`config.mk`:
```
export PLATFORM = sky130hd
export DESIGN_NAME = typed_value_packet_framer_flat
export DESIGN_NICKNAME = d
export VERILOG_FILES = /design/src/hw/rtl/tvpf_pkg.sv /design/src/hw/rtl/tvpf_if.sv /design/src/hw/rtl/typed_value_packet_framer.sv /design/src/hw/rtl/tvpf_front.sv /design/src/hw/rtl/tvpf_queue.sv /design/src/hw/rtl/tvpf_back.sv /design/src/flat_wrapper.sv
export SDC_FILE = /design/constraint.sdc
export NUM_CORES = 1
export LEC_CHECK = 0
export ABC_AREA = 1
export BUFFER_PORTS_ARGS = -buffer_cell sky130_fd_sc_hd__buf_4
export CORE_MARGIN = 5
export CORE_UTILIZATION = 50
export DETAILED_ROUTE_END_ITERATION = 10
export PLACE_DENSITY = 0.76
export SLEW_MARGIN = 20
export SYNTH_ARGS = -nofsm -noshare
export SYNTH_HDL_FRONTEND = slang
export SYNTH_SLANG_ARGS = --single-unit
```
`constraint.sdc`:
```
create_clock -name clk -period 8.9 [get_ports clk]
set_input_delay 1.78 -clock clk [delete_from_list [all_inputs] [get_ports clk]]
set_output_delay 1.78 -clock clk [all_outputs]
set_load 0.1 [all_outputs]
```
`src/hw/rtl/tvpf_pkg.sv`:
```
`default_nettype none
// ----------------------------------------------------------------------------
// tvpf_pkg
// Shared types and constants of the typed value packet framer.
// ----------------------------------------------------------------------------
package tvpf_pkg;

	localparam int MODE_W    = 3;
	localparam int VALUE_W   = 32;
	localparam int BYTE_W    = 8;
	localparam int LEN_W     = 16;
	localparam int MAX_BYTES = 5;   // flush plus four int bytes
	localparam int CNT_W     = 3;
	localparam int CFG_IDX_W = 4;

	localparam logic [MODE_W-1:0] MODE_START = 3'd0;
	localparam logic [MODE_W-1:0] MODE_BOOL  = 3'd1;
	localparam logic [MODE_W-1:0] MODE_BYTE  = 3'd2;
	localparam logic [MODE_W-1:0] MODE_SHORT = 3'd3;
	localparam logic [MODE_W-1:0] MODE_INT   = 3'd4;
	localparam logic [MODE_W-1:0] MODE_FLOAT = 3'd5;
	localparam logic [MODE_W-1:0] MODE_END   = 3'd6;

	localparam logic [CFG_IDX_W-1:0] REG_HEAD = 4'd0;
	localparam logic [CFG_IDX_W-1:0] REG_TAIL = 4'd1;

	localparam logic [BYTE_W-1:0] HEAD_RESET = 8'hA5;
	localparam logic [BYTE_W-1:0] TAIL_RESET = 8'h5A;

	// One queue entry: the bytes one item causes, first byte in octets[0].
	typedef struct packed {
		logic [MAX_BYTES-1:0][BYTE_W-1:0] octets;
		logic [CNT_W-1:0]                 cnt;
		logic                             last;  // final byte is the tail
		logic [LEN_W-1:0]                 len;
	} entry_t;

endpackage
`default_nettype wire

```
`src/hw/rtl/tvpf_if.sv`:
```
`default_nettype none
// ----------------------------------------------------------------------------
// tvpf_if
// Valid/ready channels of the framer: input items, packet bytes, register writes.
// ----------------------------------------------------------------------------
interface tvpf_item_if;
	import tvpf_pkg::*;
	logic               valid;
	logic               ready;
	logic [MODE_W-1:0]  mode;
	logic [VALUE_W-1:0] value;
	modport source (output valid, output mode, output value, input ready);
	modport sink (input valid, input mode, input value, output ready);
endinterface

interface tvpf_byte_if;
	import tvpf_pkg::*;
	logic              valid;
	logic              ready;
	logic [BYTE_W-1:0] out_byte;
	logic              last;
	logic [LEN_W-1:0]  packet_length;
	modport source (output valid, output out_byte, output last, output packet_length,
		input ready);
	modport sink (input valid, input out_byte, input last, input packet_length,
		output ready);
endinterface

interface tvpf_cfg_if;
	import tvpf_pkg::*;
	logic                 valid;
	logic                 ready;
	logic [CFG_IDX_W-1:0] index;
	logic [BYTE_W-1:0]    data;
	modport source (output valid, output index, output data, input ready);
	modport sink (input valid, input index, input data, output ready);
endinterface
`default_nettype wire

```
`src/hw/rtl/typed_value_packet_framer.sv`:
```
`default_nettype none
// ----------------------------------------------------------------------------
// typed_value_packet_framer
// Frames typed values into head / payload / checksum / tail byte packets.
// ----------------------------------------------------------------------------
// Usage:
//  - item: one typed value per item (mode, value). Start opens a packet with
//    the head byte; bool, byte, short, int and float add payload; end closes
//    it with the 8-bit checksum and the tail byte.
//  - pkt: packet bytes in order, one per item on this channel. last marks the
//    tail byte and packet_length (head to tail, mod 65536) is given with it.
//  - cfg: index 0 writes the head byte, index 1 the tail byte; other indexes
//    are dropped. Always ready; write only while the framer is idle.
// Timing: an item is taken every cycle while the entry queue has room. Its
//  first byte is offered once its entry has passed the queue into the
//  serialiser, which sends one byte per cycle while pkt is ready. An item
//  causes 0 to 5 bytes, five for an int or float behind a partial bool byte.
// Reset: head/tail return to 0xA5/0x5A, any open packet is dropped and the
//  queue is emptied. A stalled pkt receiver holds the current byte; the queue
//  then fills and item.ready falls.
// ----------------------------------------------------------------------------
module typed_value_packet_framer #(
	parameter int QUEUE_DEPTH = 4
) (
	input  wire logic   clk,
	input  wire logic   arst_n,
	tvpf_item_if.sink   item,
	tvpf_byte_if.source pkt,
	tvpf_cfg_if.sink    cfg
);
	import tvpf_pkg::*;

	logic [BYTE_W-1:0] head_q;
	logic [BYTE_W-1:0] tail_q;

	// front -> queue
	logic   push_valid, push_ready;
	entry_t push_data;
	// queue -> back
	logic   pop_valid, pop_ready;
	entry_t pop_data;

	// register writes
	assign cfg.ready = 1'b1;

	always_ff @(posedge clk or negedge arst_n) begin
		if (!arst_n) begin
			head_q <= HEAD_RESET;
			tail_q <= TAIL_RESET;
		end else if (cfg.valid) begin
			unique case (cfg.index)
				REG_HEAD: head_q <= cfg.data;
				REG_TAIL: tail_q <= cfg.data;
				default: ;
			endcase
		end
	end

	// classify items and keep packet state
	tvpf_front u_front (
		.clk        (clk),
		.arst_n     (arst_n),
		.item       (item),
		.head_byte  (head_q),
		.tail_byte  (tail_q),
		.push_valid (push_valid),
		.push_ready (push_ready),
		.push_data  (push_data)
	);

	// decouples item intake from byte output
	tvpf_queue #(
		.DEPTH (QUEUE_DEPTH)
	) u_queue (
		.clk        (clk),
		.arst_n     (arst_n),
		.push_valid (push_valid),
		.push_ready (push_ready),
		.push_data  (push_data),
		.pop_valid  (pop_valid),
		.pop_ready  (pop_ready),
		.pop_data   (pop_data)
	);

	// byte serialiser
	tvpf_back u_back (
		.clk       (clk),
		.arst_n    (arst_n),
		.pop_valid (pop_valid),
		.pop_ready (pop_ready),
		.pop_data  (pop_data),
		.pkt       (pkt)
	);

endmodule
`default_nettype wire

```
`src/hw/rtl/tvpf_front.sv`:
```
`default_nettype none
// ----------------------------------------------------------------------------
// tvpf_front
// Takes items, tracks packet state and turns each item that yields bytes into one queue entry.
// ----------------------------------------------------------------------------
module tvpf_front (
	input  wire logic                   clk,
	input  wire logic                   arst_n,
	tvpf_item_if.sink                   item,
	input  wire logic [tvpf_pkg::BYTE_W-1:0] head_byte,
	input  wire logic [tvpf_pkg::BYTE_W-1:0] tail_byte,
	output      logic                   push_valid,
	input  wire logic                   push_ready,
	output      tvpf_pkg::entry_t       push_data
);
	import tvpf_pkg::*;

	logic                  open_q, open_n;
	logic [MODE_W-1:0]     rank_q, rank_n;
	logic [2:0]            bit_cnt_q, bit_cnt_n;
	logic [BYTE_W-1:0]     acc_q, acc_n;
	logic [BYTE_W-1:0]     sum_q, sum_n;
	logic [LEN_W-1:0]      count_q, count_n;
	logic                  emit;
	logic                  flush;
	logic [BYTE_W-1:0]     v0, v1, v2, v3;
	logic [BYTE_W-1:0]     bool_acc;
	logic [BYTE_W-1:0]     vsum;
	logic [BYTE_W-1:0]     sum_f;
	logic [CNT_W-1:0]      nbytes;
	logic                  take;

	assign take       = item.valid & item.ready;
	assign item.ready = push_ready;
	assign push_valid = item.valid & emit;

	assign flush = (bit_cnt_q != 3'd0);
	assign v0 = item.value[7:0];
	assign v1 = item.value[15:8];
	assign v2 = item.value[23:16];
	assign v3 = item.value[31:24];
	assign bool_acc = acc_q | (BYTE_W'(item.value[0]) << bit_cnt_q);
	assign sum_f = sum_q + (flush ? acc_q : 8'h00);

	always_comb begin
		nbytes = 3'd4;
		vsum   = v0 + v1 + v2 + v3;
		unique case (item.mode) inside
			MODE_BYTE: begin
				nbytes = 3'd1;
				vsum   = v0;
			end
			MODE_SHORT: begin
				nbytes = 3'd2;
				vsum   = v0 + v1;
			end
			default: begin
				nbytes = 3'd4;
				vsum   = v0 + v1 + v2 + v3;
			end
		endcase
	end

	always_comb begin
		emit      = 1'b0;
		push_data = '0;
		open_n    = open_q;
		rank_n    = rank_q;
		bit_cnt_n = bit_cnt_q;
		acc_n     = acc_q;
		sum_n     = sum_q;
		count_n   = count_q;
		unique case (item.mode) inside
			MODE_START: begin
				emit                = 1'b1;
				push_data.octets[0] = head_byte;
				push_data.cnt       = 3'd1;
				open_n    = 1'b1;
				rank_n    = '0;
				bit_cnt_n = '0;
				acc_n     = '0;
				sum_n     = '0;
				count_n   = 16'd1;
			end
			MODE_END: begin
				if (open_q) begin
					emit           = 1'b1;
					push_data.last = 1'b1;
					if (flush) begin
						push_data.octets = {16'h0000, tail_byte, sum_f, acc_q};
						push_data.cnt    = 3'd3;
						push_data.len    = count_q + 16'd3;
					end else begin
						push_data.octets = {24'h000000, tail_byte, sum_f};
						push_data.cnt    = 3'd2;
						push_data.len    = count_q + 16'd2;
					end
					open_n    = 1'b0;
					rank_n    = '0;
					bit_cnt_n = '0;
					acc_n     = '0;
					sum_n     = '0;
					count_n   = '0;
				end
			end
			MODE_BOOL: begin
				if (open_q && item.mode >= rank_q) begin
					rank_n = item.mode;
					if (bit_cnt_q == 3'd7) begin
						emit                = 1'b1;
						push_data.octets[0] = bool_acc;
						push_data.cnt       = 3'd1;
						sum_n     = sum_q + bool_acc;
						count_n   = count_q + 16'd1;
						bit_cnt_n = '0;
						acc_n     = '0;
					end else begin
						bit_cnt_n = bit_cnt_q + 3'd1;
						acc_n     = bool_acc;
					end
				end
			end
			MODE_BYTE, MODE_SHORT, MODE_INT, MODE_FLOAT: begin
				if (open_q && item.mode >= rank_q) begin
					emit   = 1'b1;
					rank_n = item.mode;
					if (flush) begin
						push_data.octets = {v3, v2, v1, v0, acc_q};
						push_data.cnt    = nbytes + 3'd1;
					end else begin
						push_data.octets = {8'h00, v3, v2, v1, v0};
						push_data.cnt    = nbytes;
					end
					sum_n     = sum_f + vsum;
					count_n   = count_q + LEN_W'(push_data.cnt);
					bit_cnt_n = '0;
					acc_n     = '0;
				end
			end
			default: begin
				emit = 1'b0;
			end
		endcase
	end

	always_ff @(posedge clk or negedge arst_n) begin
		if (!arst_n) begin
			open_q    <= 1'b0;
			rank_q    <= '0;
			bit_cnt_q <= '0;
			acc_q     <= '0;
			sum_q     <= '0;
			count_q   <= '0;
		end else if (take) begin
			open_q    <= open_n;
			rank_q    <= rank_n;
			bit_cnt_q <= bit_cnt_n;
			acc_q     <= acc_n;
			sum_q     <= sum_n;
			count_q   <= count_n;
		end
	end

`ifndef NO_ASSERTIONS
	a_closed_clean: assert property (@(posedge clk) disable iff (!arst_n)
		!open_q |-> (bit_cnt_q == 3'd0 && rank_q == '0 && count_q == '0))
		else $error("closed packet holds leftover state");
	a_push_cnt: assert property (@(posedge clk) disable iff (!arst_n)
		push_valid |-> (push_data.cnt != '0 && push_data.cnt <= CNT_W'(MAX_BYTES)))
		else $error("entry byte count out of range");
`endif

endmodule
`default_nettype wire

```
`src/hw/rtl/tvpf_queue.sv`:
```
`default_nettype none
// ----------------------------------------------------------------------------
// tvpf_queue
// Short entry queue between the front and the byte serialiser.
// ----------------------------------------------------------------------------
module tvpf_queue #(
	parameter int DEPTH = 4
) (
	input  wire logic             clk,
	input  wire logic             arst_n,
	input  wire logic             push_valid,
	output      logic             push_ready,
	input  wire tvpf_pkg::entry_t push_data,
	output      logic             pop_valid,
	input  wire logic             pop_ready,
	output      tvpf_pkg::entry_t pop_data
);
	import tvpf_pkg::*;

	localparam int PW = $clog2(DEPTH);
	localparam int CW = $clog2(DEPTH + 1);

	entry_t          mem_q [DEPTH];
	logic [PW-1:0]   wr_ptr_q, rd_ptr_q;
	logic [CW-1:0]   count_q;
	logic            push, pop;

	assign push_ready = (count_q != CW'(DEPTH));
	assign pop_valid  = (count_q != '0);
	assign pop_data   = mem_q[rd_ptr_q];
	assign push = push_valid & push_ready;
	assign pop  = pop_valid & pop_ready;

	always_ff @(posedge clk) begin
		if (push) begin
			mem_q[wr_ptr_q] <= push_data;
		end
	end

	always_ff @(posedge clk or negedge arst_n) begin
		if (!arst_n) begin
			wr_ptr_q <= '0;
			rd_ptr_q <= '0;
			count_q  <= '0;
		end else begin
			if (push) begin
				wr_ptr_q <= (wr_ptr_q == PW'(DEPTH - 1)) ? '0 : wr_ptr_q + 1'b1;
			end
			if (pop) begin
				rd_ptr_q <= (rd_ptr_q == PW'(DEPTH - 1)) ? '0 : rd_ptr_q + 1'b1;
			end
			if (push && !pop) begin
				count_q <= count_q + 1'b1;
			end else if (pop && !push) begin
				count_q <= count_q - 1'b1;
			end
		end
	end

`ifndef NO_ASSERTIONS
	a_count_range: assert property (@(posedge clk) disable iff (!arst_n)
		count_q <= CW'(DEPTH))
		else $error("queue fill beyond depth");
`endif

endmodule
`default_nettype wire

```
`src/hw/rtl/tvpf_back.sv`:
```
`default_nettype none
// ----------------------------------------------------------------------------
// tvpf_back
// Serialises queue entries into packet bytes, one byte per cycle while pkt is ready.
// ----------------------------------------------------------------------------
module tvpf_back (
	input  wire logic             clk,
	input  wire logic             arst_n,
	input  wire logic             pop_valid,
	output      logic             pop_ready,
	input  wire tvpf_pkg::entry_t pop_data,
	tvpf_byte_if.source           pkt
);
	import tvpf_pkg::*;

	logic [MAX_BYTES-1:0][BYTE_W-1:0] octets_q;
	logic [CNT_W-1:0]                 rem_q;
	logic                             last_q;
	logic [LEN_W-1:0]                 len_q;
	logic                             take, final_b, load;

	assign pkt.valid = (rem_q != '0);
	assign take      = pkt.valid & pkt.ready;
	assign final_b   = (rem_q == CNT_W'(1));
	// next entry loads on the same edge that the final byte leaves
	assign load      = !pkt.valid || (take && final_b);
	assign pop_ready = load;

	assign pkt.out_byte      = octets_q[0];
	assign pkt.last          = last_q & final_b;
	assign pkt.packet_length = pkt.last ? len_q : '0;

	always_ff @(posedge clk) begin
		if (load && pop_valid) begin
			octets_q <= pop_data.octets;
			last_q   <= pop_data.last;
			len_q    <= pop_data.len;
		end else if (take) begin
			octets_q <= {{BYTE_W{1'b0}}, octets_q[MAX_BYTES-1:1]};
		end
	end

	always_ff @(posedge clk or negedge arst_n) begin
		if (!arst_n) begin
			rem_q <= '0;
		end else if (load && pop_valid) begin
			rem_q <= pop_data.cnt;
		end else if (take) begin
			rem_q <= rem_q - 1'b1;
		end
	end

`ifndef NO_ASSERTIONS
	a_rem_range: assert property (@(posedge clk) disable iff (!arst_n)
		rem_q <= CNT_W'(MAX_BYTES))
		else $error("remaining byte count out of range");
	a_no_early_pop: assert property (@(posedge clk) disable iff (!arst_n)
		(pkt.valid && !pkt.ready) |-> !pop_ready)
		else $error("entry popped while a byte is stalled");
`endif

endmodule
`default_nettype wire
```
`src/flat_wrapper.sv`:
```
// flat-port wrapper written by rule: the top's interface ports become plain ports
module typed_value_packet_framer_flat import tvpf_pkg::*;
#(
	parameter int QUEUE_DEPTH = 4
)
  (clk, arst_n, item_valid, item_mode, item_value, item_ready, pkt_valid, pkt_out_byte, pkt_last, pkt_packet_length, pkt_ready, cfg_valid, cfg_index, cfg_data, cfg_ready);
  tvpf_item_if item_i ();
  tvpf_byte_if pkt_i ();
  tvpf_cfg_if cfg_i ();
  input  wire logic clk;
  input  wire logic arst_n;
  input wire logic [$bits(item_i.valid)-1:0] item_valid;
  input wire logic [$bits(item_i.mode)-1:0] item_mode;
  input wire logic [$bits(item_i.value)-1:0] item_value;
  output wire logic [$bits(item_i.ready)-1:0] item_ready;
  output wire logic [$bits(pkt_i.valid)-1:0] pkt_valid;
  output wire logic [$bits(pkt_i.out_byte)-1:0] pkt_out_byte;
  output wire logic [$bits(pkt_i.last)-1:0] pkt_last;
  output wire logic [$bits(pkt_i.packet_length)-1:0] pkt_packet_length;
  input wire logic [$bits(pkt_i.ready)-1:0] pkt_ready;
  input wire logic [$bits(cfg_i.valid)-1:0] cfg_valid;
  input wire logic [$bits(cfg_i.index)-1:0] cfg_index;
  input wire logic [$bits(cfg_i.data)-1:0] cfg_data;
  output wire logic [$bits(cfg_i.ready)-1:0] cfg_ready;
  assign item_i.valid = item_valid;
  assign item_i.mode = item_mode;
  assign item_i.value = item_value;
  assign item_ready = item_i.ready;
  assign pkt_valid = pkt_i.valid;
  assign pkt_out_byte = pkt_i.out_byte;
  assign pkt_last = pkt_i.last;
  assign pkt_packet_length = pkt_i.packet_length;
  assign pkt_i.ready = pkt_ready;
  assign cfg_i.valid = cfg_valid;
  assign cfg_i.index = cfg_index;
  assign cfg_i.data = cfg_data;
  assign cfg_ready = cfg_i.ready;
  typed_value_packet_framer #(.QUEUE_DEPTH(QUEUE_DEPTH)) u_core (.clk(clk), .arst_n(arst_n), .item(item_i), .pkt(pkt_i), .cfg(cfg_i));
endmodule
```
**Word level (Yosys, flattened, before mapping)**

Memories as Yosys holds them, arrays and structs flattened.
Index checks and enable logic that the tools add are counted.

- Bits of input ports: 52
- RAM bits: 240
- Word-level logic and storage cells: 143
- Memories kept: 1
- Register bits: 122

Memories:

| memory | depth | width | read ports | clocked after Yosys merged registers in | wr ports | RTL line | source |
|---|---|---|---|---|---|---|---|
| u_core.u_queue.mem_q | 4 | 60 | 1 | 0 | 1 | tvpf_queue.sv:23 | `entry_t mem_q [DEPTH];` |

- Add/sub/neg operators: 17
- Shift operators: 1
- Reductions and logical operators: 27
- Equal/unequal tests: 17
- $lt $le $gt $ge: 1
- Bitwise gates (word level): 7
- Muxes and demuxes: 53

Operator list:

| kind | number |
|---|---|
| 2-to-1 mux 43 bit | 4 |
| 2-to-1 mux 16 bit | 6 |
| 2-to-1 mux 40 bit | 2 |
| 2-to-1 mux 8 bit | 8 |
| one-hot mux 16 bit (4 select lines) | 1 |
| one-hot mux 32 bit (2 select lines) | 1 |
| one-hot mux 8 bit (4 select lines) | 2 |
| adder 8 bit | 6 |
| 2-to-1 mux 44 bit | 1 |
| one-hot mux 11 bit (4 select lines) | 1 |
| adder 16 x 2 -> 16 bit, second input constant | 2 |
| 2-to-1 mux 27 bit | 1 |
| 2-to-1 mux 3 bit | 9 |
| 2-to-1 mux 11 bit | 2 |
| 2-to-1 mux 17 bit | 1 |
| adder 16 x 1 -> 16 bit, second input constant | 1 |
| adder 16 x 3 -> 16 bit | 1 |
| one-hot mux 8 bit (2 select lines) | 1 |
| equality test 3 bit, second input constant | 4 |
| one-hot mux 3 bit (4 select lines) | 1 |
| nonzero test 3 bit | 4 |
| adder 3 x 1 -> 3 bit, second input constant | 3 |
| one-hot mux 3 bit (3 select lines) | 1 |
| OR 8 bit | 1 |
| 30 further kinds | 59 |

**Logic depth before layout (Yosys ltp)**

Gate-level depths: netlist (run 1).

- Word-level depth: 10
- Mapped depth: 25
- Gate-level depth less buffers: 25

**Modules after synthesis**

A second synthesis (run 1) with hierarchy kept.

- Cells, all modules: 1934
- Area, all modules: 19162.1 µm²

Modules (own cells, without submodules):

| module | seq. area each (µm²) | instances | area each (µm²) | cells an instance |
|---|---|---|---|---|
| tvpf_queue | 7382.1 | 1 | 10326.2 | 759 |
| tvpf_front | 975.9 | 1 | 5413.9 | 841 |
| tvpf_back | 1786.7 | 1 | 2703.8 | 259 |
| typed_value_packet_framer | 410.4 | 1 | 718.2 | 75 |

**Worst setup path before layout (run 1)**

Ideal clock, no wire load.

- Path type: input to register
- From: input item_mode[0]
- To: memory u_core.u_queue.mem_q[0][0] (netlist name) (enable)
- Buffers on the path: 1
- Library setup time: 478 ps
- Slack: 2260 ps
- Stages: 12
- Arrival time: 6161 ps
- Path through: inv_1 -> nor3_1 -> inv_1 -> ha_1 -> buf_2 -> o21ai_4 -> clkinv_1 -> nor2_1 -> inv_1 -> nand4_1 -> nand2_1 -> nor2_1

- Cells in the longest elaborated chain, start to end: 8
- Elaborated cells on any way between the ends: 17
- Classes of those cells: 1 x order compare; 6 x eq/ne; 5 x mux; 2 x bitwise; 3 x reduce/logical

Ends and longest elaborated chain:

| item | RTL line | source |
|---|---|---|
| start: declaration | flat_wrapper.sv:13 | `input wire logic [$bits(item_i.mode)-1:0] item_mode;` |
| greater-or-equal comparator 3 bit | tvpf_front.sv:107, tvpf_front.sv:124 |  |
| logical AND 1 bit | tvpf_front.sv:107, tvpf_front.sv:124 |  |
| 2-to-1 mux 1 bit, on equally long branches | tvpf_front.sv:124, tvpf_front.sv:107 |  |
| one-hot mux 1 bit (4 select lines) * | tvpf_front.sv:73 | `unique case (item.mode) inside` |
| bitwise AND 1 bit * | tvpf_front.sv:35 | `assign push_valid = item.valid & emit;` |
| bitwise AND 1 bit * | tvpf_queue.sv:31 | `assign push = push_valid & push_ready;` |
| 2-to-1 mux 1 bit * | tvpf_queue.sv:35 | `if (push) begin` |
| 2-to-1 mux 1 bit (not written as such) * | tvpf_queue.sv:36 | `mem_q[wr_ptr_q] <= push_data;` |
| end: declaration | tvpf_queue.sv:23 |  |

Every way passes the cells marked *; elsewhere a longest branch is shown, timed or not.

**Final worst setup path (run 1)**

- From: input item_mode[0]
- To: memory u_core.u_queue.mem_q[2][8] (netlist name) (enable)

Same word-level chain as after synthesis.

==> summary.txt, run 1 <==
Run status
  – Run status: complete, no violations

Place
  – Port buffer count: 78
  – Dpl cells: 2236
  – Pre-CTS WS: 2083 ps
  – Placed wire-length estimate: 30630 um
  – Post-placement cell area: 0.01866 mm^2
  – Final Wtd Congestion: 0.9992

Power and ir drop
  – Sequential share of power: 0.397
  – Clk pwr share: 0.241
  – Leakage: 7.740 nW
  – Pwr dens: 303.3 mW/mm^2
  – Sw Share: 0.3871
  – Cell-internal power: 3.681 mW
  – VDD IR max: 0.0002651 V
  – Switching power: 2.325 mW
  – Logic pwr share: 0.362

Clock network
  – CTS resizes: 0
  – # hold bufs at CTS: 0
  – CTS Buffer Depth: 3
  – Clock Pin Slew Worst Setup and Hold Paths: 60 ps
  – Post-CTS setup buffer count: 0
  – Clock Tree Root: clkbuf_16
  – Skew-Pair Late Insertion Delay: 520 ps
  – H-tree Lvls: 2
  – CTS sink cnt: 362
  – CTS buffer count: 36
  – CTS tree: built

Cells and area
  – Antenna Cells: 0
  – Final std cells w/o fill: 2299
  – Final nets: 1936
  – Most common library cell in the layout ignoring fill and taps: nor2_1
  – Area delta synth->final: 11.90%
  – Most frequent cells in the layout: 331 x nor2_1, 297 x edfxtp_1, 246 x o21ai_0, 184 x nand2_1, 150 x inv_1
  – Layout fillers: 2920
  – Share of cells above drive strength 1: 0.1045
  – Final Instance Area: 0.01980 mm^2

Timing
  – Final sum of negative setup slack: 0 ps
  – Setup-failing EPs final: 0
  – Fin crit share: 0.7143
  – Timing-limited maximum frequency: 157.3 MHz
  – RSZ-0062 raised after global routing: no
  – Fin crit period: 6357 ps
  – Worst-Margin Slew: 1167 ps
  – Slew headroom: 0.2194
  – Final Hold Viols: 0
  – Slew Limit Fails: 0
  – Worst Setup Slack, final: 2543 ps
  – Layout Skew: 11.79 ps

Global route
  – Global route overflow: 0
  – Gr usage total: 0.2294
  – Pin count of the biggest net entering global routing: 122
  – Vias in the first global route: 12560
  – Initial antenna violation count: 0
  – First-pass GRT wire length: 70480 um

Floorplanning
  – Die width: 198.1 um
  – Core area: 0.03522 mm^2
  – Die ar.: 0.03926 mm^2
  – Rows: 69
  – Die height: 198.1 um
  – Top-level I/O count: 80
  – Initial Utilization: 0.5025

Flow run
  – Max-cap viol count: 0

Synth
  – Ys async rst share: 0.1796
  – Yosys cell types: 52
  – Mapped Avg Cell Area: 10.03 um^2
  – Synth Flop Type: edfxtp_1
  – Seq/Total Area, Yosys: 0.5964
  – Post-synth EDFFs: 297
  – Yosys warns: 0
  – Syn nets: 1887
  – FF+latch count, synth: 362
  – Post-synthesis cell count: 1765
  – Synthesized area: 0.01770 mm^2

Detailed routing
  – DRT iter0 DRCs: 1513
  – Vias per Instance: 5.749
  – Post-route ant nets: 0
  – Drt pass-1 iters: 6
  – Residual DRC: 0
  – Routed WL: 45400 um
  – Via Count: 13220
  – Average wire per standard cell: 19.75 um

Critical path
  – CP Data Arrival Time: 6530 ps
  – Critical path capture point type: flop
  – R2R depth: 12
  – Crit start category: primary input
  – CP Cell Sequence: buf_4 > inv_1 > nor3_1 > inv_1 > ha_1 > o21ai_4 > clkinv_1 > nor2_1 > inv_1 > buf_4 > nand4_1 > nand2_1 > nor2_4 > buf_4
  – CP Class: primary input to flop
  – Required @ worst endpoint: 9070 ps
  – CP Max Fanout: 31
  – CP max stage cell: nor2_4
  – Crit path largest cell delay: 850 ps

Min path
  – Hold path cells: 2
  – HP Class: flop to flop
[critical path, delay by kind of cell]
family,cells,cell delay (ps)
buf+inv,7,1500
simple gates,5,2620
fa+ha+maj,1,370
compound gates,1,180
[cell type report]
type / instances / area (um^2) / area share
Clock buffer: 51 / 1031 / 0.05206
Clock inverter: 11 / 81.33 / 0.004107
Inverter: 163 / 611.8 / 0.03089
Multi-Input combinational cell: 1153 / 6187 / 0.3124
Sequential cell: 362 / 10560 / 0.5332
Tap cell: 461 / 576.8 / 0.02913
Timing Repair Buffer: 98 / 755.7 / 0.03816
[synth_stat cells, types with 2 or more instances]
library cell,number,share of area
o21a_1,3,0.0013
dfrtp_1,57,0.081
a21oi_1,73,0.021
a31oi_1,40,0.014
nor3_1,18,0.0051
clkbuf_1,63,0.013
fa_1,14,0.016
buf_2,6,0.0017
ha_1,56,0.040
o21ai_4,2,0.0018
nor2_1,336,0.071
o2111ai_1,3,0.0015
and2_1,3,0.0011
nor2_2,4,0.0014
nand2_1,185,0.039
nand3_1,57,0.016
edfxtp_1,297,0.50
buf_1,7,0.0015
o221ai_1,2,0.00099
nand4_1,8,0.0028
xor2_1,14,0.0069
a211oi_1,6,0.0025
o22ai_1,30,0.011
o31ai_1,4,0.0017
buf_4,10,0.0042
inv_2,9,0.0019
a22oi_1,2,0.00085
o211ai_1,9,0.0038
nor2_4,3,0.0019
o21ai_0,246,0.070
nand2_2,2,0.00071
or2_2,5,0.0018
xnor2_1,8,0.0040
o32ai_1,2,0.00099
a221oi_1,3,0.0015
inv_1,151,0.032
o41ai_1,3,0.0015
dfstp_2,8,0.012
clkinv_1,3,0.00064
[stage by stage]
step / util / total power [mW] / hold slack, ps
6_report: 0.5622 / 6.006 / 502.8
5_1_grt: 0.5622 / 6.358 / 527.3
4_1_cts: 0.5615 / 6.016 / 502.4
3_5_place_dp: 0.5299 / 4.568 / 487.0
3_3_place_gp: 0.5299 / 4.493 / 475.5
2_1_floorplan: - / 3.981 / 453.0
[registers in the layout (all words and copies together) (netlist names), 8 cells and up]
register                    cells
u_core.u_back.pkt.out_byte      8
u_core.tail_q                   8
u_core.u_back.octets_q         32
u_core.u_queue.mem_q          240
u_core.head_q                   8
u_core.u_back.len_q            16
u_core.u_front.sum_q            8
u_core.u_front.count_q         16
u_core.u_front.acc_q            8
[power groups by stage]
stage          combinational (mW)  sequential (mW)  clock [mW]
2_1_floorplan                1.63             2.35           0
3_5_place_dp                 2.15             2.41           0
3_3_place_gp                 2.09             2.40           0
6_report                     2.17             2.38        1.45
5_1_grt                      2.41             2.41        1.54
4_1_cts                      2.17             2.38        1.47
[final timing paths]
kind	slack, ps	from	to
worst max-delay path	2540	item_mode[0]	u_core.u_queue.mem_q[2][8]
worst min-delay path	500	u_core.head_q[6]	u_core.head_q[6]
worst max register to register	4580	u_core.u_front.rank_q[1]	u_core.u_queue.mem_q[2][8]
worst min register to register	500	u_core.head_q[6]	u_core.head_q[6]
max in group asynchronous	6820	arst_n	u_core.u_queue.rd_ptr_q[0]
min in group asynchronous	1400	arst_n	u_core.u_front.count_q[12]
[metal layers]
layer  GRT usage  vias to the layer above  routed length (um)
met4     0.06197                        0                1197
met2      0.3828                      555               22010
met1      0.3179                     6366               18660
met5           0                        -                   0
met3     0.03420                       88                3537
li1            -                     6208                   -
[cells by family after synthesis]
group                    share of synthesized area
adder cells (fa/ha/maj)                    0.05543
AO/OA/AOI/OAI                               0.1358
AND/OR/NAND/NOR                             0.1453
XOR/XNOR                                   0.01089
other                                    0.0002119
buffers and inverters                      0.05599
flip-flops                                  0.5964
No activity file was read; power rests on OpenSTA's default activity.
==> run 2, diff against run 1 <==
Clock period 8.9 ns to 6.6 ns, I/O delays scaled along.
==> summary.txt, run 2 (same netlist as run 1, synthesis figures left out) <==
Critical path
  – WP buf/inv: 4
  – Crit path largest cell delay: 490 ps
  – Most used cell, CP: a21oi_1
  – CP Max Fanout: 4
  – Family with the most delay on the worst path: adder cells
  – Critical path capture point type: flop
  – CP Cell Sequence: buf_4 > ha_1 > inv_1 > fa_1 > o21ai_0 > a21oi_1 > xor2_1 > fa_1 > inv_1 > ha_1 > a21oi_1 > o31ai_1 > or2_2 > a21oi_1 > a31oi_1 > ha_1 > nand2_1 > o21ai_0 > a31oi_1 > inv_1 > nand3_1 > nand3_1 > nand3_1 > a21oi_1
  – Crit start category: primary input
  – CP max stage cell: fa_1
  – CP Class: primary input to flop
  – Required @ worst endpoint: 7020 ps
  – CP Data Arrival Time: 5420 ps

Cells and area
  – Final Instance Area: 0.01989 mm^2
  – Most frequent cells in the layout: 331 x nor2_1, 297 x edfxtp_1, 246 x o21ai_0, 184 x nand2_1, 150 x inv_1
  – Share of cells above drive strength 1: 0.1065
  – Area delta synth->final: 12.41%
  – Largest register FFs: 240
  – Final nets: 1935
  – Layout fillers: 2962
  – Largest register by flop count: u_core.u_queue.mem_q
  – Antenna Cells: 0
  – Most common library cell in the layout ignoring fill and taps: nor2_1
  – Leading registers by flop count: u_core.u_queue.mem_q x240, u_core.u_back.octets_q x32

Timing
  – Slew Limit Fails: 0
  – Worst-Margin Slew: 981.1 ps
  – Worst Setup Slack, final: 1601 ps
  – Slew headroom: 0.3459
  – Setup-failing EPs final: 0
  – Layout Skew: 18.25 ps
  – Fin crit period: 4999 ps
  – Final sum of negative setup slack: 0 ps
  – Fin crit share: 0.7574
  – RSZ-0062 raised after global routing: no
  – Timing-limited maximum frequency: 200.1 MHz
  – Final Hold Viols: 0

Clock network
  – CTS buffer count: 37
  – CTS resizes: 0
  – # hold bufs at CTS: 0
  – CTS tree: built
  – Skew-Pair Late Insertion Delay: 540 ps
  – Clock Tree Root: clkbuf_16
  – CTS Buffer Depth: 3
  – CTS sink cnt: 362
  – H-tree Lvls: 2
  – Post-CTS setup buffer count: 0
  – Clock Pin Slew Worst Setup and Hold Paths: 60 ps

Floorplanning
  – Die ar.: 0.03926 mm^2
  – Rows: 69
  – Top-level I/O count: 80
  – Die height: 198.1 um
  – Core area: 0.03522 mm^2
  – Initial Utilization: 0.5025
  – Die width: 198.1 um

Detailed routing
  – Routed WL: 45370 um
  – Average wire per standard cell: 19.71 um
  – Post-route ant nets: 0
  – Residual DRC: 0
  – Drt pass-1 iters: 6
  – Vias per Instance: 5.757
  – DRT iter0 DRCs: 1365
  – Via Count: 13250

Place
  – Post-placement cell area: 0.01871 mm^2
  – Placed wire-length estimate: 30190 um
  – Pre-CTS WS: 1034 ps
  – Final Wtd Congestion: 0.9882
  – Port buffer count: 78

Global route
  – Vias in the first global route: 12580
  – Pin count of the biggest net entering global routing: 106
  – Gr usage total: 0.2320
  – Initial antenna violation count: 0
  – First-pass GRT wire length: 70900 um
  – Global route overflow: 0

Power and ir drop
  – Leakage: 7.768 nW
  – Pwr dens: 413.0 mW/mm^2
  – VDD IR max: 0.0002013 V

Run status
  – Run status: complete, no violations

Flow run
  – Max-cap viol count: 0

Min path
  – HP Class: flop to flop
## run 2: cell types whose count changed in the layout (fill, tap and decap cells not counted), moves of 2 or more
cell,before,now
clkinv_1,7,9
buf_4,97,92
clkbuf_16,39,37
clkbuf_1,11,8
buf_12,0,4
clkinv_8,0,2
clkinv_2,5,8
bufinv_16,1,4
## run 2: per-layer routing
| layer | up-vias | routed length [um] | GRT usage |
|---|---|---|---|
| met5 | - | 0 | 0 |
| met4 | 0 | 1339 | 0.06937 |
| met3 | 87 | 3839 | 0.03675 |
| met2 | 600 | 21460 | 0.3746 |
| met1 | 6360 | 18730 | 0.3281 |
| li1 | 6206 | - | - |
## run 2: worst min-delay path, delay by kind of cell, from the launching register on
| family | cells | cell delay [ps] |
|---|---|---|
| and+or+nand+nor | 1 | 60 |
| DFF | 1 | 350 |
| AOI/OAI and AO/OA | 1 | 50 |
## run 2: final timing paths
kind / slack [ps] / to / from / cells after the start
min: 500 / u_core.u_front.rank_q[0] / u_core.u_front.rank_q[0] / 2
min in group asynchronous: 910 / u_core.u_queue.count_q[1] / arst_n / 1
max reg2reg: 2010 / u_core.u_front.sum_q[7] / u_core.u_front.bit_cnt_q[0] / 23
max: 1600 / u_core.u_front.sum_q[7] / item_value[0] / 24
max in group asynchronous: 5010 / u_core.u_queue.rd_ptr_q[0] / arst_n / 1
min reg2reg: 500 / u_core.u_front.rank_q[0] / u_core.u_front.rank_q[0] / 2
## run 2: area by class of cell
class	count	area, um^2	area share
sequential	362	10560	0.5308
inverter	163	611.8	0.03075
clock buffer	45	955.9	0.04805
timing repair buffer	96	770.7	0.03874
clock inverter	22	231.5	0.01164
tap	461	576.8	0.02899
multi-input combinational	1153	6187	0.3110
## run 2: per-stage QoR
stage                     utilization  power (mW)  hold slack, ps  instances
final                          0.5648       8.216           496.3       2302
after global routing           0.5648       8.692           533.1       2302
after CTS                      0.5648       8.230           495.0       2302
after detailed placement       0.5311       6.184           479.9       2235
after global placement         0.5311       6.113           474.0       2235
after floorplan                     -       5.368           453.0       1765
## run 2: power breakdown
part           leakage, nW  total (mW)  switching (mW)  internal [mW]
clock                0.581        2.05           0.857           1.20
sequential            3.63        3.22           0.209           3.01
combinational         3.55        2.94            2.12          0.826
total                 7.77        8.22            3.18           5.03
==> run 3, diff against run 2 <==
Clock period 6.6 ns to 5.2 ns, I/O delays scaled along.
==> summary.txt, run 3 (same netlist as run 1, synthesis figures left out) <==
Run status
  – Run status: complete, no violations

Floorplanning
  – Die ar.: 0.03926 mm^2
  – Rows: 69
  – Top-level I/O count: 80
  – Core area: 0.03522 mm^2
  – Initial Utilization: 0.5025
  – Die height: 198.1 um
  – Die width: 198.1 um

Timing
  – Fin crit period: 4744 ps
  – RSZ-0062 raised after global routing: no
  – Fin crit share: 0.9123
  – Setup-failing EPs final: 0
  – Final Hold Viols: 0
  – Worst-Margin Slew: 1069 ps
  – Slew headroom: 0.2780
  – Timing-limited maximum frequency: 210.8 MHz
  – WHS: 497.1 ps
  – Slew Limit Fails: 0
  – Layout Skew: 22.30 ps

Critical path
  – CP max stage cell: fa_1
  – CP Max Fanout: 3
  – Family with the most delay on the worst path: adder cells
  – Critical path capture point type: flop
  – CP Cell Sequence: buf_4 > ha_1 > inv_1 > fa_1 > o21ai_0 > a21oi_1 > xor2_1 > fa_1 > inv_1 > ha_1 > a21oi_1 > o31ai_1 > or2_2 > a21oi_1 > a31oi_1 > ha_1 > nand2_1 > o21ai_0 > a31oi_1 > inv_1 > nand3_1 > nand3_1 > nand3_1 > a21oi_1
  – WP buf/inv: 4
  – CP Data Arrival Time: 5160 ps
  – Most used cell, CP: a21oi_1
  – Crit path largest cell delay: 510 ps
  – Required @ worst endpoint: 5610 ps
  – CP Class: primary input to flop
  – Crit start category: primary input

Cells and area
  – Area of the multi-input gates: 0.006187 mm^2
  – Register area: 0.01056 mm^2
  – Most common library cell in the layout ignoring fill and taps: nor2_1
  – Antenna Cells: 0
  – Post-route core utilization: 0.5692
  – Final std cells w/o fill: 2314
  – Largest register FFs: 240
  – Most frequent cells in the layout: 331 x nor2_1, 297 x edfxtp_1, 246 x o21ai_0, 184 x nand2_1, 150 x inv_1
  – Share of cells above drive strength 1: 0.1128
  – Layout fillers: 2984
  – Final nets: 1946
  – Largest register by flop count: u_core.u_queue.mem_q
  – Area delta synth->final: 13.28%
  – Leading registers by flop count: u_core.u_queue.mem_q x240, u_core.u_back.octets_q x32

Clock network
  – # hold bufs at CTS: 0
  – Post-CTS setup buffer count: 0
  – CTS sink cnt: 362
  – Skew-Pair Late Insertion Delay: 530 ps
  – CTS resizes: 0
  – CTS buffer count: 37
  – Clock Tree Root: clkbuf_16
  – H-tree Lvls: 2
  – CTS Buffer Depth: 3
  – Clock Pin Slew Worst Setup and Hold Paths: 60 ps
  – CTS tree: built

Detailed routing
  – Drt pass-1 iters: 5
  – Vias per Instance: 5.691
  – DRT iter0 DRCs: 1253
  – Routed WL: 45430 um
  – Via Count: 13170
  – Average wire per standard cell: 19.63 um
  – Post-route ant nets: 0
  – Residual DRC: 0

Place
  – Final Wtd Congestion: 0.9608
  – Port buffer count: 78
  – Placed wire-length estimate: 30780 um
  – Dpl cells: 2246

Global route
  – Vias in the first global route: 12600
  – Met3 GRT Util: 0.03301
  – GRT busiest layer: met2
  – Pin count of the biggest net entering global routing: 89
  – Initial antenna violation count: 0
  – M2 GR Usage: 0.3737
  – Gr usage total: 0.2292
  – First-pass GRT wire length: 69830 um
  – Global route overflow: 0
  – Routing usage on met1: 0.3231

Flow run
  – Max-cap viol count: 0

Min path
  – HP Class: flop to flop

Power and ir drop
  – Total chip power: 10.53 mW
  – Pwr dens: 525.1 mW/mm^2
  – Leakage: 7.851 nW
  – VDD IR max: 0.0003091 V
## run 3: power by group
group          leakage (nW)  switching (mW)  total (mW)  internal (mW)
sequential             3.63           0.255        4.08           3.82
combinational          3.61            2.69        3.78           1.09
clock                 0.603            1.07        2.67           1.60
## run 3: layout make-up
| class | instances | area share |
|---|---|---|
| inverter | 163 | 0.03052 |
| multi-input combinational | 1153 | 0.3086 |
| timing repair buffer | 107 | 0.04381 |
| clock inverter | 19 | 0.01055 |
| tap | 461 | 0.02877 |
| sequential | 362 | 0.5267 |
| clock buffer | 49 | 0.05105 |
## run 3: per-layer routing
| metal | part of all wire | routed length (um) |
|---|---|---|
| met2 | 0.47 | 21510 |
| met4 | 0.028 | 1282 |
| met3 | 0.088 | 3980 |
| met1 | 0.41 | 18660 |
| met5 | 0 | 0 |
## run 3: through the flow
stage | instance area, um^2 | setup slack [ps] | setup TNS [ps]
6_report | 20050 | 456.2 | 0
2_1_floorplan | 17700 | -699.5 | -167890
3_5_place_dp | 18810 | -12.46 | -12.46
3_3_place_gp | 18810 | 30.64 | 0
5_1_grt | 20050 | 122.6 | 0
4_1_cts | 20050 | 520.1 | 0
## run 3: final timing paths
check / start / endpoint / slack (ps) / cells after the start
max: item_value[8] / u_core.u_front.sum_q[7] / 460 / 24
min: u_core.head_q[6] / u_core.head_q[6] / 500 / 2
max reg2reg: u_core.u_front.bit_cnt_q[0] / u_core.u_front.sum_q[7] / 1030 / 21
min reg2reg: u_core.head_q[6] / u_core.head_q[6] / 500 / 2
max in group asynchronous: arst_n / u_core.u_queue.rd_ptr_q[0] / 3880 / 1
min in group asynchronous: arst_n / u_core.u_front.count_q[15] / 630 / 1
## run 3: worst reg2reg max path: stages, from the launching register on
cell	delay [ps]
dfrtp_1	420
inv_1	140
ha_1	230
nand2_2	70
inv_1	190
nor2_1	500
fa_1	320
nand3_1	100
nand2_1	90
nand2_1	70
nand2_1	70
a21oi_1	70
xnor2_1	480
ha_1	370
a21oi_1	150
o21ai_0	90
a31oi_1	280
inv_1	100
nand3_1	90
nand3_1	80
nand3_1	80
a21oi_1	60
